[config.mk]
export PLATFORM = sky130hd
export DESIGN_NAME = dpr_phase
export DESIGN_NICKNAME = d
export VERILOG_FILES = /design/src/rtl/dpr_pkg.sv /design/src/rtl/dpr_phase.sv
export SDC_FILE = /design/constraint.sdc
export NUM_CORES = 1
export LEC_CHECK = 0
export BUFFER_PORTS_ARGS = -buffer_cell sky130_fd_sc_hd__buf_4
export CAP_MARGIN = 20
export CORE_MARGIN = 4
export CORE_UTILIZATION = 50
export DETAILED_ROUTE_END_ITERATION = 7
export PLACE_DENSITY = 0.78
export SYNTH_ARGS = -nofsm -noshare
export SYNTH_HDL_FRONTEND = slang
export SYNTH_SLANG_ARGS = --single-unit
[constraint.sdc]
create_clock -name clock -period 3.35 [get_ports clock]
set_input_delay 0.1675 -clock clock [delete_from_list [all_inputs] [get_ports clock]]
set_output_delay 0.1675 -clock clock [all_outputs]
set_load 0.1 [all_outputs]
[src/rtl/dpr_pkg.sv]
// Shared types and constants of the Doppler phase rotator.
`default_nettype none
package dpr_pkg;

   localparam int ANGLE_BITS = 32;
   localparam int CORDIC_BITS = 32;
   localparam int ATAN_DEPTH = 32;

   // 1/gain of the CORDIC in Q2.30
   localparam logic signed [CORDIC_BITS-1:0] INV_GAIN_Q30 = 32'sd652032874;

   // atan(2^-i) in units of 2^-32 turn, truncated
   localparam logic signed [CORDIC_BITS-1:0] ATAN_TURNS [0:ATAN_DEPTH-1] = '{
      32'sd536870912, 32'sd316933405, 32'sd167458907, 32'sd85004756,
      32'sd42667331,  32'sd21354465,  32'sd10679838,  32'sd5340245,
      32'sd2670163,   32'sd1335086,   32'sd667544,    32'sd333772,
      32'sd166886,    32'sd83443,     32'sd41721,     32'sd20860,
      32'sd10430,     32'sd5215,      32'sd2607,      32'sd1303,
      32'sd651,       32'sd325,       32'sd162,       32'sd81,
      32'sd40,        32'sd20,        32'sd10,        32'sd5,
      32'sd2,         32'sd1,         32'sd0,         32'sd0
   };

   typedef enum logic [1:0] {
      QUAD_0   = 2'd0,
      QUAD_90  = 2'd1,
      QUAD_180 = 2'd2,
      QUAD_270 = 2'd3
   } dpr_quad_type;

   typedef struct packed {
      logic         valid;
      logic         last;
      dpr_quad_type quad;
   } dpr_ctl_type;

endpackage
`default_nettype wire

[src/rtl/dpr_phase.sv]
// Phase accumulator and quadrant fold feeding the CORDIC chain.
`default_nettype none
module dpr_phase
   import dpr_pkg::*;
#(
   parameter int SAMPLE_BITS = 16,
   parameter int PHASE_BITS  = 32
) (
   input  wire logic                         clock,
   input  wire logic                         reset,
   input  wire logic                         en,
   input  wire logic                         in_valid,
   input  wire logic                         in_last,
   input  wire logic [4*SAMPLE_BITS-1:0]     in_smp,
   input  wire logic [ANGLE_BITS-1:0]        step,
   output dpr_ctl_type                       ctl_o,
   output logic signed [CORDIC_BITS-1:0]     z_o,
   output logic [4*SAMPLE_BITS-1:0]          smp_o
);

   logic [PHASE_BITS-1:0]            acc_ff, acc_in;
   logic [PHASE_BITS+ANGLE_BITS-1:0] step_wide, sum_wide;
   logic [PHASE_BITS-1:0]            step_p, sum;
   logic [ANGLE_BITS-1:0]            angle, angle_rnd;
   dpr_quad_type                     quad;
   dpr_ctl_type                      ctl_ff, ctl_in;
   logic signed [CORDIC_BITS-1:0]    z_ff, z_in;
   logic [4*SAMPLE_BITS-1:0]         smp_ff;

   // align the 32-bit step and the top 32 angle bits to the accumulator width
   assign step_wide = {step, {PHASE_BITS{1'b0}}};
   assign step_p    = step_wide[PHASE_BITS+ANGLE_BITS-1:ANGLE_BITS];
   assign sum       = acc_ff + step_p;
   assign sum_wide  = {sum, {ANGLE_BITS{1'b0}}};
   assign angle     = sum_wide[PHASE_BITS+ANGLE_BITS-1:PHASE_BITS];

   // fold into the nearest quadrant, residual within plus or minus 1/8 turn
   assign angle_rnd = angle + 32'h2000_0000;
   assign quad      = dpr_quad_type'(angle_rnd[31:30]);

   always_comb begin
      acc_in = acc_ff;
      if (in_valid) begin
         acc_in = in_last ? '0 : sum;
      end
      ctl_in.valid = in_valid;
      ctl_in.last  = in_last;
      ctl_in.quad  = quad;
      z_in         = $signed(angle - {angle_rnd[31:30], 30'b0});
   end

   always_ff @(posedge clock) begin
      if (reset) begin
         acc_ff <= '0;
         ctl_ff <= '0;
      end else if (en) begin
         acc_ff <= acc_in;
         ctl_ff <= ctl_in;
      end
   end

   always_ff @(posedge clock) begin
      if (en) begin
         z_ff   <= z_in;
         smp_ff <= in_smp;
      end
   end

   assign ctl_o = ctl_ff;
   assign z_o   = z_ff;
   assign smp_o = smp_ff;

endmodule
`default_nettype wire

==> results.ini <==
[synth]
synthFlopType = edfxtp_1
syn_avg_cell_area_sq_um = 13.0
synth_seq_area_share_pct = 61.2
syn_nets = 587
synth.distinct_cells = 60
synth_edf_count = 96
async_reset_ff_share_pct = 0
synth-warning-count = 0
syn_inst = 452
syn_area_sq_um = 5890
ys_ff_latch = 132

[sta]
holdWs_ps = 66.5
worst_pin_slew_ps = 752
finalHoldViolations = 0
post-route-period-util_pct = 95.1
fin_skew_ps = 16.8
slew_violations = 0
setup_viol = 0
max_freq_mhz = 314
relSlewSlack_pct = 49.8
fin_crit_ps = 3190

[finish]
design_area_sq_um = 8930
insertedDiodeCount = 0
syn2layout_area_growth_pct = 51.6
final_nets = 869
drive_gt1_share_pct = 37.5

[clocking]
clockRootBuffer = clkbuf_16
insertion_delay_ps = 410
clk_pin_slew_worst_paths_ps = 60
cts_tree = built
cts_buffers = 17
cts_buffer_depth = 2
clkSinkCount = 132
htree_levels = 4

[place]
placed_cell_area_sq_um = 7570
portBuffers = 200
gp_congestion = 0.901
post-dp-hpwl_um = 11200

[detailed_routing]
first_pass_iters = 5
totalWireLength_um = 17700
routedWlPerCell_um = 19.9
vias_per_cell = 5.43
drt-initial-drc-count = 288
drc = 0
vias = 4831
ant_nets = 0

[global_route]
grt-ovfl-total = 0
grtUsageTotal_pct = 25.5
grt_pass1_wl_um = 26300
antenna_found_initial = 0
grt_start_max_net_pins = 60
grt_pass1_vias = 4910

[floorplan]
fp.dieArea_sq_um = 13600
num_rows = 39
io_pins = 201
die_y_um = 117
die_w_um = 117
core_sq_um = 11500
start_util_pct = 51.4

[setup_path]
cp.arrival_ps = 3520
path_max_fanout = 2
crit_type = reg2reg
worst_setup_path_end_kind = register
cp.required_ps = 3690
cp-start-kind = register

[power]
finalPower_uw = 5350
cellPowerDensity_nw_per_um2 = 599
vdd_drop_max_mv = 0.494
power_leakage_uw = 0.00385

[min_path]
hold_class = in2reg

[run]
cap_violations = 0

[status]
status = finished, final reports clean

[registers in the layout, summed over array words and instances (netlist names)]
signal  flops
smp_o      64
acc_ff     32
z_o        32
ctl_o       4
[cells by family (layout without fill, tap and decap cells)]
kind of cell               Yosys count  count (layout)  synth area share [%]
muxes                                2               2                 0.340
and+or+nand+nor                     88              88                  7.01
xor gates and xnor gates            35              35                  5.46
AOI/OAI and AO/OA                  131             131                  16.7
adders and majority gates           34              34                  7.35
buffers and inverters               30             324                  2.02
DFF                                132             132                  61.2
[layout by cell type, fill, tap and decap left out, types with 5 or more instances in the layout]
cell and instances:
a21o_1 13, a21oi_1 35, a22o_1 14, a22oi_1 15, buf_4 218, clkbuf_16 17
dfxtp_1 36, dlygate4sd3_1 64, edfxtp_1 96, ha_1 28, ha_2 5, inv_1 11
nand2_1 18, nand3_1 5, nand4_1 7, nor2_1 38, o21ai_0 12, o21ai_1 6
o21bai_1 5, xnor2_1 24, xor2_1 7
[stage by stage]
| stage | setup WS [ps] | TNS, ps | utilization (%) | std cells |
|---|---|---|---|---|
| 6_report | 164 | 0 | 77.9 | 889 |
| 5_1_grt | -62.3 | -62.3 | 77.9 | 889 |
| 4_1_cts | 43.1 | 0 | 77.0 | 881 |
| 3_5_place_dp | 65.4 | 0 | 66.1 | 786 |
| 3_3_place_gp | 156 | 0 | 66.1 | 786 |
| 2_1_floorplan | 268 | 0 | - | 452 |
[synthesized netlist by cell type (all sizes together), types with 2 or more instances]
cell | n | area share (%)
inv | 11 | 0.70
xor2 | 9 | 1.5
nand3b | 2 | 0.25
o211ai | 2 | 0.34
a211oi | 4 | 0.76
o21ai | 21 | 2.0
edfxtp | 96 | 49
nor2b | 4 | 0.42
o21bai | 5 | 0.64
nor2 | 39 | 2.5
xnor2 | 26 | 4.0
o21a | 3 | 0.51
nand2b | 3 | 0.32
a31oi | 3 | 0.57
clkbuf | 15 | 1.0
a21o | 13 | 1.7
nor3 | 4 | 0.42
nor3b | 2 | 0.25
o31ai | 3 | 0.70
nand3 | 6 | 0.59
buf | 4 | 0.32
nand2 | 19 | 1.3
a21oi | 37 | 3.3
dfxtp | 36 | 12
a22oi | 15 | 1.9
a22o | 14 | 2.1
nand4 | 7 | 0.74
mux2i | 2 | 0.34
ha | 33 | 7.0
o32ai | 2 | 0.74
[per-layer routing]
metal,global-route usage [%],part of all wire (%),vias to the layer above
li1,-,-,2266
met1,30.9,39,2296
met2,43.6,50,231
met3,6.17,8.1,38
met4,10.8,3.2,0
met5,0,0,-
[path summary, 6_finish.rpt]
kind	from	endpoint	slack [ps]	cells past startpoint
worst max-delay path	acc_ff[0]$_SDFFE_PP0P_	ctl_o[1]$_SDFFE_PP0P_	160	16
worst min-delay path	in_last	ctl_o[2]$_SDFFE_PP0P_	70	3
worst max register to register	acc_ff[0]$_SDFFE_PP0P_	ctl_o[1]$_SDFFE_PP0P_	160	16
worst min register to register	ctl_o[3]$_SDFFE_PP0P_	ctl_o[3]$_SDFFE_PP0P_	480	2
[area by class of cell]
| type | count | area [sq um] |
|---|---|---|
| clock buffers | 18 | 429 |
| clock inverters | 13 | 181 |
| well taps | 143 | 179 |
| fillers | 670 | 2540 |
| inverters | 11 | 41.3 |
| repair buffers | 282 | 2280 |
| multi-input cells | 290 | 2220 |
| flip-flops and latches | 132 | 3600 |
[worst max-delay path, stage by stage (launching register included)]
cell and delay, ps:
dfxtp_1 320, ha_2 200, fa_2 420, a211oi_4 290
o21ai_2 110, a211oi_2 260, o211ai_2 120, nand2_2 100
o21a_4 150, o31ai_4 80, xor2_2 170, ha_2 230
xnor2_2 140, xnor2_1 190, xnor2_1 140, mux2i_1 90
nor2_1 110
[report_power, final]
group / total [uW] / leakage [uW] / switching, uW / internal (uW)
registers: 1950 / 0.00123 / 48.5 / 1900
logic: 1470 / 0.00232 / 1080 / 393
clock network: 1930 / 0.000298 / 692 / 1240
[what timing repair did]
item,4_1_cts,5_1_grt
hold endpoints to repair,64,0
endpoints found under the setup margin,0,3
hold buffers,64,0
buffers inserted,0,8
gates resized for setup,0,10
Note: power is estimated with default switching activity, not from simulation.
