`src/rtl/dpr_pkg.sv`:
```
// Shared types and constants of the Doppler phase rotator.
`default_nettype none
package dpr_pkg;

   localparam int ANGLE_BITS = 32;
   localparam int CORDIC_BITS = 32;
   localparam int ATAN_DEPTH = 32;

   // 1/gain of the CORDIC in Q2.30
   localparam logic signed [CORDIC_BITS-1:0] INV_GAIN_Q30 = 32'sd652032874;

   // atan(2^-i) in units of 2^-32 turn, truncated
   localparam logic signed [CORDIC_BITS-1:0] ATAN_TURNS [0:ATAN_DEPTH-1] = '{
      32'sd536870912, 32'sd316933405, 32'sd167458907, 32'sd85004756,
      32'sd42667331,  32'sd21354465,  32'sd10679838,  32'sd5340245,
      32'sd2670163,   32'sd1335086,   32'sd667544,    32'sd333772,
      32'sd166886,    32'sd83443,     32'sd41721,     32'sd20860,
      32'sd10430,     32'sd5215,      32'sd2607,      32'sd1303,
      32'sd651,       32'sd325,       32'sd162,       32'sd81,
      32'sd40,        32'sd20,        32'sd10,        32'sd5,
      32'sd2,         32'sd1,         32'sd0,         32'sd0
   };

   typedef enum logic [1:0] {
      QUAD_0   = 2'd0,
      QUAD_90  = 2'd1,
      QUAD_180 = 2'd2,
      QUAD_270 = 2'd3
   } dpr_quad_type;

   typedef struct packed {
      logic         valid;
      logic         last;
      dpr_quad_type quad;
   } dpr_ctl_type;

endpackage
`default_nettype wire

```
`src/rtl/dpr_cordic_cell.sv`:
```
// One rotation step of the pipelined CORDIC, with the samples riding along.
`default_nettype none
module dpr_cordic_cell
   import dpr_pkg::*;
#(
   parameter int SAMPLE_BITS = 16,
   parameter int STAGE       = 0
) (
   input  wire logic                           clock,
   input  wire logic                           reset,
   input  wire logic                           en,
   input  wire dpr_ctl_type                    ctl_i,
   input  wire logic signed [CORDIC_BITS-1:0]  x_i,
   input  wire logic signed [CORDIC_BITS-1:0]  y_i,
   input  wire logic signed [CORDIC_BITS-1:0]  z_i,
   input  wire logic [4*SAMPLE_BITS-1:0]       smp_i,
   output dpr_ctl_type                         ctl_o,
   output logic signed [CORDIC_BITS-1:0]       x_o,
   output logic signed [CORDIC_BITS-1:0]       y_o,
   output logic signed [CORDIC_BITS-1:0]       z_o,
   output logic [4*SAMPLE_BITS-1:0]            smp_o
);

   localparam logic signed [CORDIC_BITS-1:0] ATAN = ATAN_TURNS[STAGE];

   dpr_ctl_type                   ctl_ff;
   logic signed [CORDIC_BITS-1:0] x_ff, y_ff, z_ff, x_in, y_in, z_in, dx, dy;
   logic [4*SAMPLE_BITS-1:0]      smp_ff;

   assign dx = y_i >>> STAGE;
   assign dy = x_i >>> STAGE;

   always_comb begin
      if (!z_i[CORDIC_BITS-1]) begin
         x_in = x_i - dx;
         y_in = y_i + dy;
         z_in = z_i - ATAN;
      end else begin
         x_in = x_i + dx;
         y_in = y_i - dy;
         z_in = z_i + ATAN;
      end
   end

   always_ff @(posedge clock) begin
      if (reset) begin
         ctl_ff <= '0;
      end else if (en) begin
         ctl_ff <= ctl_i;
      end
   end

   always_ff @(posedge clock) begin
      if (en) begin
         x_ff   <= x_in;
         y_ff   <= y_in;
         z_ff   <= z_in;
         smp_ff <= smp_i;
      end
   end

   assign ctl_o = ctl_ff;
   assign x_o   = x_ff;
   assign y_o   = y_ff;
   assign z_o   = z_ff;
   assign smp_o = smp_ff;

endmodule
`default_nettype wire

```
`config.mk`:
```
export PLATFORM = sky130hd
export DESIGN_NAME = dpr_cordic_cell
export DESIGN_NICKNAME = d
export VERILOG_FILES = /design/src/rtl/dpr_pkg.sv /design/src/rtl/dpr_cordic_cell.sv
export SDC_FILE = /design/constraint.sdc
export NUM_CORES = 1
export LEC_CHECK = 0
export ABC_AREA = 1
export BUFFER_PORTS_ARGS = -buffer_cell sky130_fd_sc_hd__buf_2
export CAP_MARGIN = 10
export CORE_UTILIZATION = 30
export CTS_CLUSTER_SIZE = 30
export DETAILED_ROUTE_END_ITERATION = 6
export PLACE_DENSITY = 0.48
export SYNTH_ARGS = -nofsm -noshare
export SYNTH_HDL_FRONTEND = slang
export SYNTH_SLANG_ARGS = --single-unit
```
`constraint.sdc`:
```
create_clock -name clock -period 4.98 [get_ports clock]
set_clock_uncertainty 0.15 [all_clocks]
set_input_delay 0.996 -clock clock [delete_from_list [all_inputs] [get_ports clock]]
set_output_delay 0.996 -clock clock [all_outputs]
set_load 0.1 [all_outputs]
```
==> reports/qor.tcl <==
set qor(clock_tree.htree_level_count) 4
set qor(timing.final.setup_violations) 0
set qor(pin_count_of_the_biggest_net_entering_global_routing) 83
set qor(detail_route.first_pass.iterations) 7
set qor(max-cap-violations) 0
set qor(power_per_cell_area_nw_per_um2) 347
set qor(p_comb_share_pct) 42.0
set qor(postCtsHoldBufs) 0
set qor(detailedRoute.firstIterationViolations) 851
set qor(ys_warn_count) 0
set qor(power_switching_w) 0.00247
set qor(number_of_global_route_vias_before_repair) 11600
set qor(power.clock.fraction_pct) 25.5
set qor(final_critical_path_setup_slack_ps) 1880
set qor(clock_buffer_count_from_cts) 17
set qor(run_status) {finished clean}
set qor(final.setup.tns_ps) 0
set qor(timing.final.hold_violations) 0
set qor(synth.cells.most_frequent) {622 x nand2_1, 345 x inv_1, 160 x nand3_1, 159 x edfxtp_1, 106 x nor2_1}
set qor(antenna_cells_inserted) 0
set qor(finalNetCount) 2333
set qor(clock-sinks) 163
set qor(drt-vias-per-instance) 4.66
set qor(worst-setup-path-type) {in -> reg}
set qor(crit_chain) {buf_2, inv_1, ha_1, nand2_1, nor2_1, nand2_1, nor2_1, nor2_1, nand2_1, nand2_1, nand3_1, nand2_1, nand3_1, nand2_1}
set qor(synth_top_cells_by_area) {edfxtp_1 38%, nand2_1 19%, inv_1 10%}
set qor(hold_wc_path_type) {reg -> reg}
set qor(routed_wl_um) 44900
set qor(synth.cell_area_um2) 12500
set qor(antenna_violations_before_repair) 2
set qor(route.vias.total) 12100
set qor(timing.critical_path.mode_cell) {nand2_1}
set qor(clk_pin_slew_worst_paths_ps) 70
set qor(detail_route.wl_per_cell_um) 17.2
set qor(ys_seq_elements) 163
set qor(synth.avg_cell_area_um2) 7.15
set qor(floorplan.die_area_um2) 42500
set qor(global_route.overflow_total) 0
set qor(async_flop_share_pct) 0
set qor(core_area_um2) 40900
set qor(yosysTopAreaCell) {edfxtp_1}
set qor(leakage_nw) 8.21
set qor(final.period_utilization_pct) 62.2
set qor(worst_path_max_delay_cell) {ha_1}
set qor(global_route.usage.total_pct) 21.0
set qor(layout-area-overhead-vs-synth_pct) 21.6
set qor(regArea_um2) 4850
set qor(peak_clock_frequency_supported_by_timing_mhz) 323
set qor(die_h_um) 206
set qor(num_io_pins) 331
set qor(gp_routability_congestion) 0.939
set qor(final_count_of_pins_violating_max_slew) 0
set qor(synthDominantCellAreaShare_pct) 38.2
set qor(setup.worst_path.start_class) {input pin}
set qor(grt_pass1_wl_um) 66400
set qor(total_area_of_multi_input_combinational_cells_um2) 6090
set qor(critPathBufInv) 2
set qor(setup_repair_after_global_routing_missed_its_margin) {false}
set qor(worst_r2r_path_depth) 2
set qor(i_o_buffers) 330
set qor(power.share.sequential_pct) 32.5
set qor(synth_instances) 1748
set qor(layout_min_cycle_time_ps) 3100
set qor(path_max_fanout) 11
set qor(antenna_left) 0
set qor(report.power.total_w) 0.00528
set qor(layout-drive-gt1-share_pct) 18.4
set qor(worst_ep_arrival_time_ps) 3140
set qor(filler_cell_count) 4410
set qor(synth.lib_cells_used.distinct) 36
set qor(postSynthNetCount) 2020
set qor(worst_slew_margin_rel_pct) 49.3
set qor(critical_path.top_delay_family) {simple AND/OR/NAND/NOR gates}
set qor(postCtsSetupRepairBufs) 0
set qor(hpwlAfterDp_um) 37600
set qor(clock-root-buffer) {clkbuf_16}
set qor(postSynth.topFlopCell) {edfxtp_1}
set qor(switching_share_pct) 46.8
set qor(cpPeakStageDelay_ps) 570
set qor(tritoncts) {yes}
set qor(critical_path.endpoint_type) {flop}
set qor(row_count) 74
set qor(start_util_pct) 30.6
set qor(hold_path_cell_cnt) 2
set qor(synth_seq_area_share_pct) 38.8
set qor(reg2reg_setup_slack_ps) 4240
set qor(die_w_um) 206
set qor(count_leader_synth) {nand2_1}
set qor(worstPathRequired_ps) 5020
set qor(finish.utilization_pct) 37.2
set qor(tightest_slew_ps) 761
set qor(detail_route.drc_violations) 0
set qor(max-vdd-ir-drop_v) 0.000208
set qor(cts-resized-gates) 0
set qor(clock_insertion_delay_at_the_later_pin_of_the_skew_report_ps) 460
set qor(synth_enable_flop_cells) 159
set qor(buffer_depth_of_the_longest_clock_path) 2
set qor(power_report.internal_total_w) 0.00281
set qor(worst-path-stages) 14
set qor(pre_cts_ws_ps) 1460
-- worst min-delay path: cells and delay by family (launching register included) --
family             cells  cell delay, ps
AOI/OAI and AO/OA      1              60
DFF                    1             310
and+or+nand+nor        1              60
-- layout make-up --
cell class | count | share of cell area (%)
well taps | 532 | 4.38
inverters | 347 | 8.57
repair buffers | 335 | 11.2
multi-input cells | 1197 | 40.0
clock buffers | 19 | 2.91
flip-flops and latches | 163 | 31.9
clock inverters | 13 | 0.946
-- flip-flops by register name, summed over array words and instances (netlist names) --
name,flops
ctl_o,4
smp_o,64
x_o,32
y_o,31
z_o,32
-- power by group through the flow --
stage,clock network (W),logic [W],registers (W)
after floorplan,0,0.000674,0.00276
after global placement,0,0.00222,0.00175
after detailed placement,0,0.00221,0.00175
after CTS,0.00139,0.00222,0.00172
after global routing,0.00143,0.00237,0.00173
final,0.00134,0.00222,0.00172
-- cells by family after synthesis --
group	count (synthesis)	share of synthesized area [%]
xor+xnor	20	1.40
buf+inv	388	12.5
flops	163	38.8
simple gates	934	30.7
fa+ha+maj	105	10.7
compound gates	138	5.93
-- layer usage --
metal  wire length [um]  vias to the layer above  GRT usage, %
met3               2570                       61          3.25
met2              20900                      401          35.6
met1              20000                     5582          26.2
li1                   -                     6096             -
met4               1410                        0          9.03
met5                  0                        -             0
-- path summary, 6_finish.rpt --
| check | start | to |
|---|---|---|
| max | x_i[9] | y_o[26] |
| min | ctl_o[2] | ctl_o[2] |
| max reg2reg | ctl_o[1] | ctl_o[1] |
| min reg2reg | ctl_o[2] | ctl_o[2] |
-- cell usage in the layout (no fill, tap or decap), drive strengths merged, types with 4 or more instances in the layout --
master	instances
a21oi	76
o21bai	9
nand2	625
xor2	19
buf	335
nand3	160
nand4	24
o21ai	36
inv	354
ha	102
nor3	8
o22ai	8
nor2	111
dfxtp	4
edfxtp	159
clkbuf	19
clkinv	4
-- stage by stage --
| stage | area, um2 | std cells | hold slack, ps |
|---|---|---|---|
| after global routing | 15200 | 2606 | 336 |
| after CTS | 15200 | 2606 | 319 |
| final | 15200 | 2606 | 320 |
| after detailed placement | 14600 | 2574 | 308 |
| after global placement | 14600 | 2574 | 306 |
| after floorplan | 12500 | 1748 | 744 |
Power figures use the tool's default switching activity.
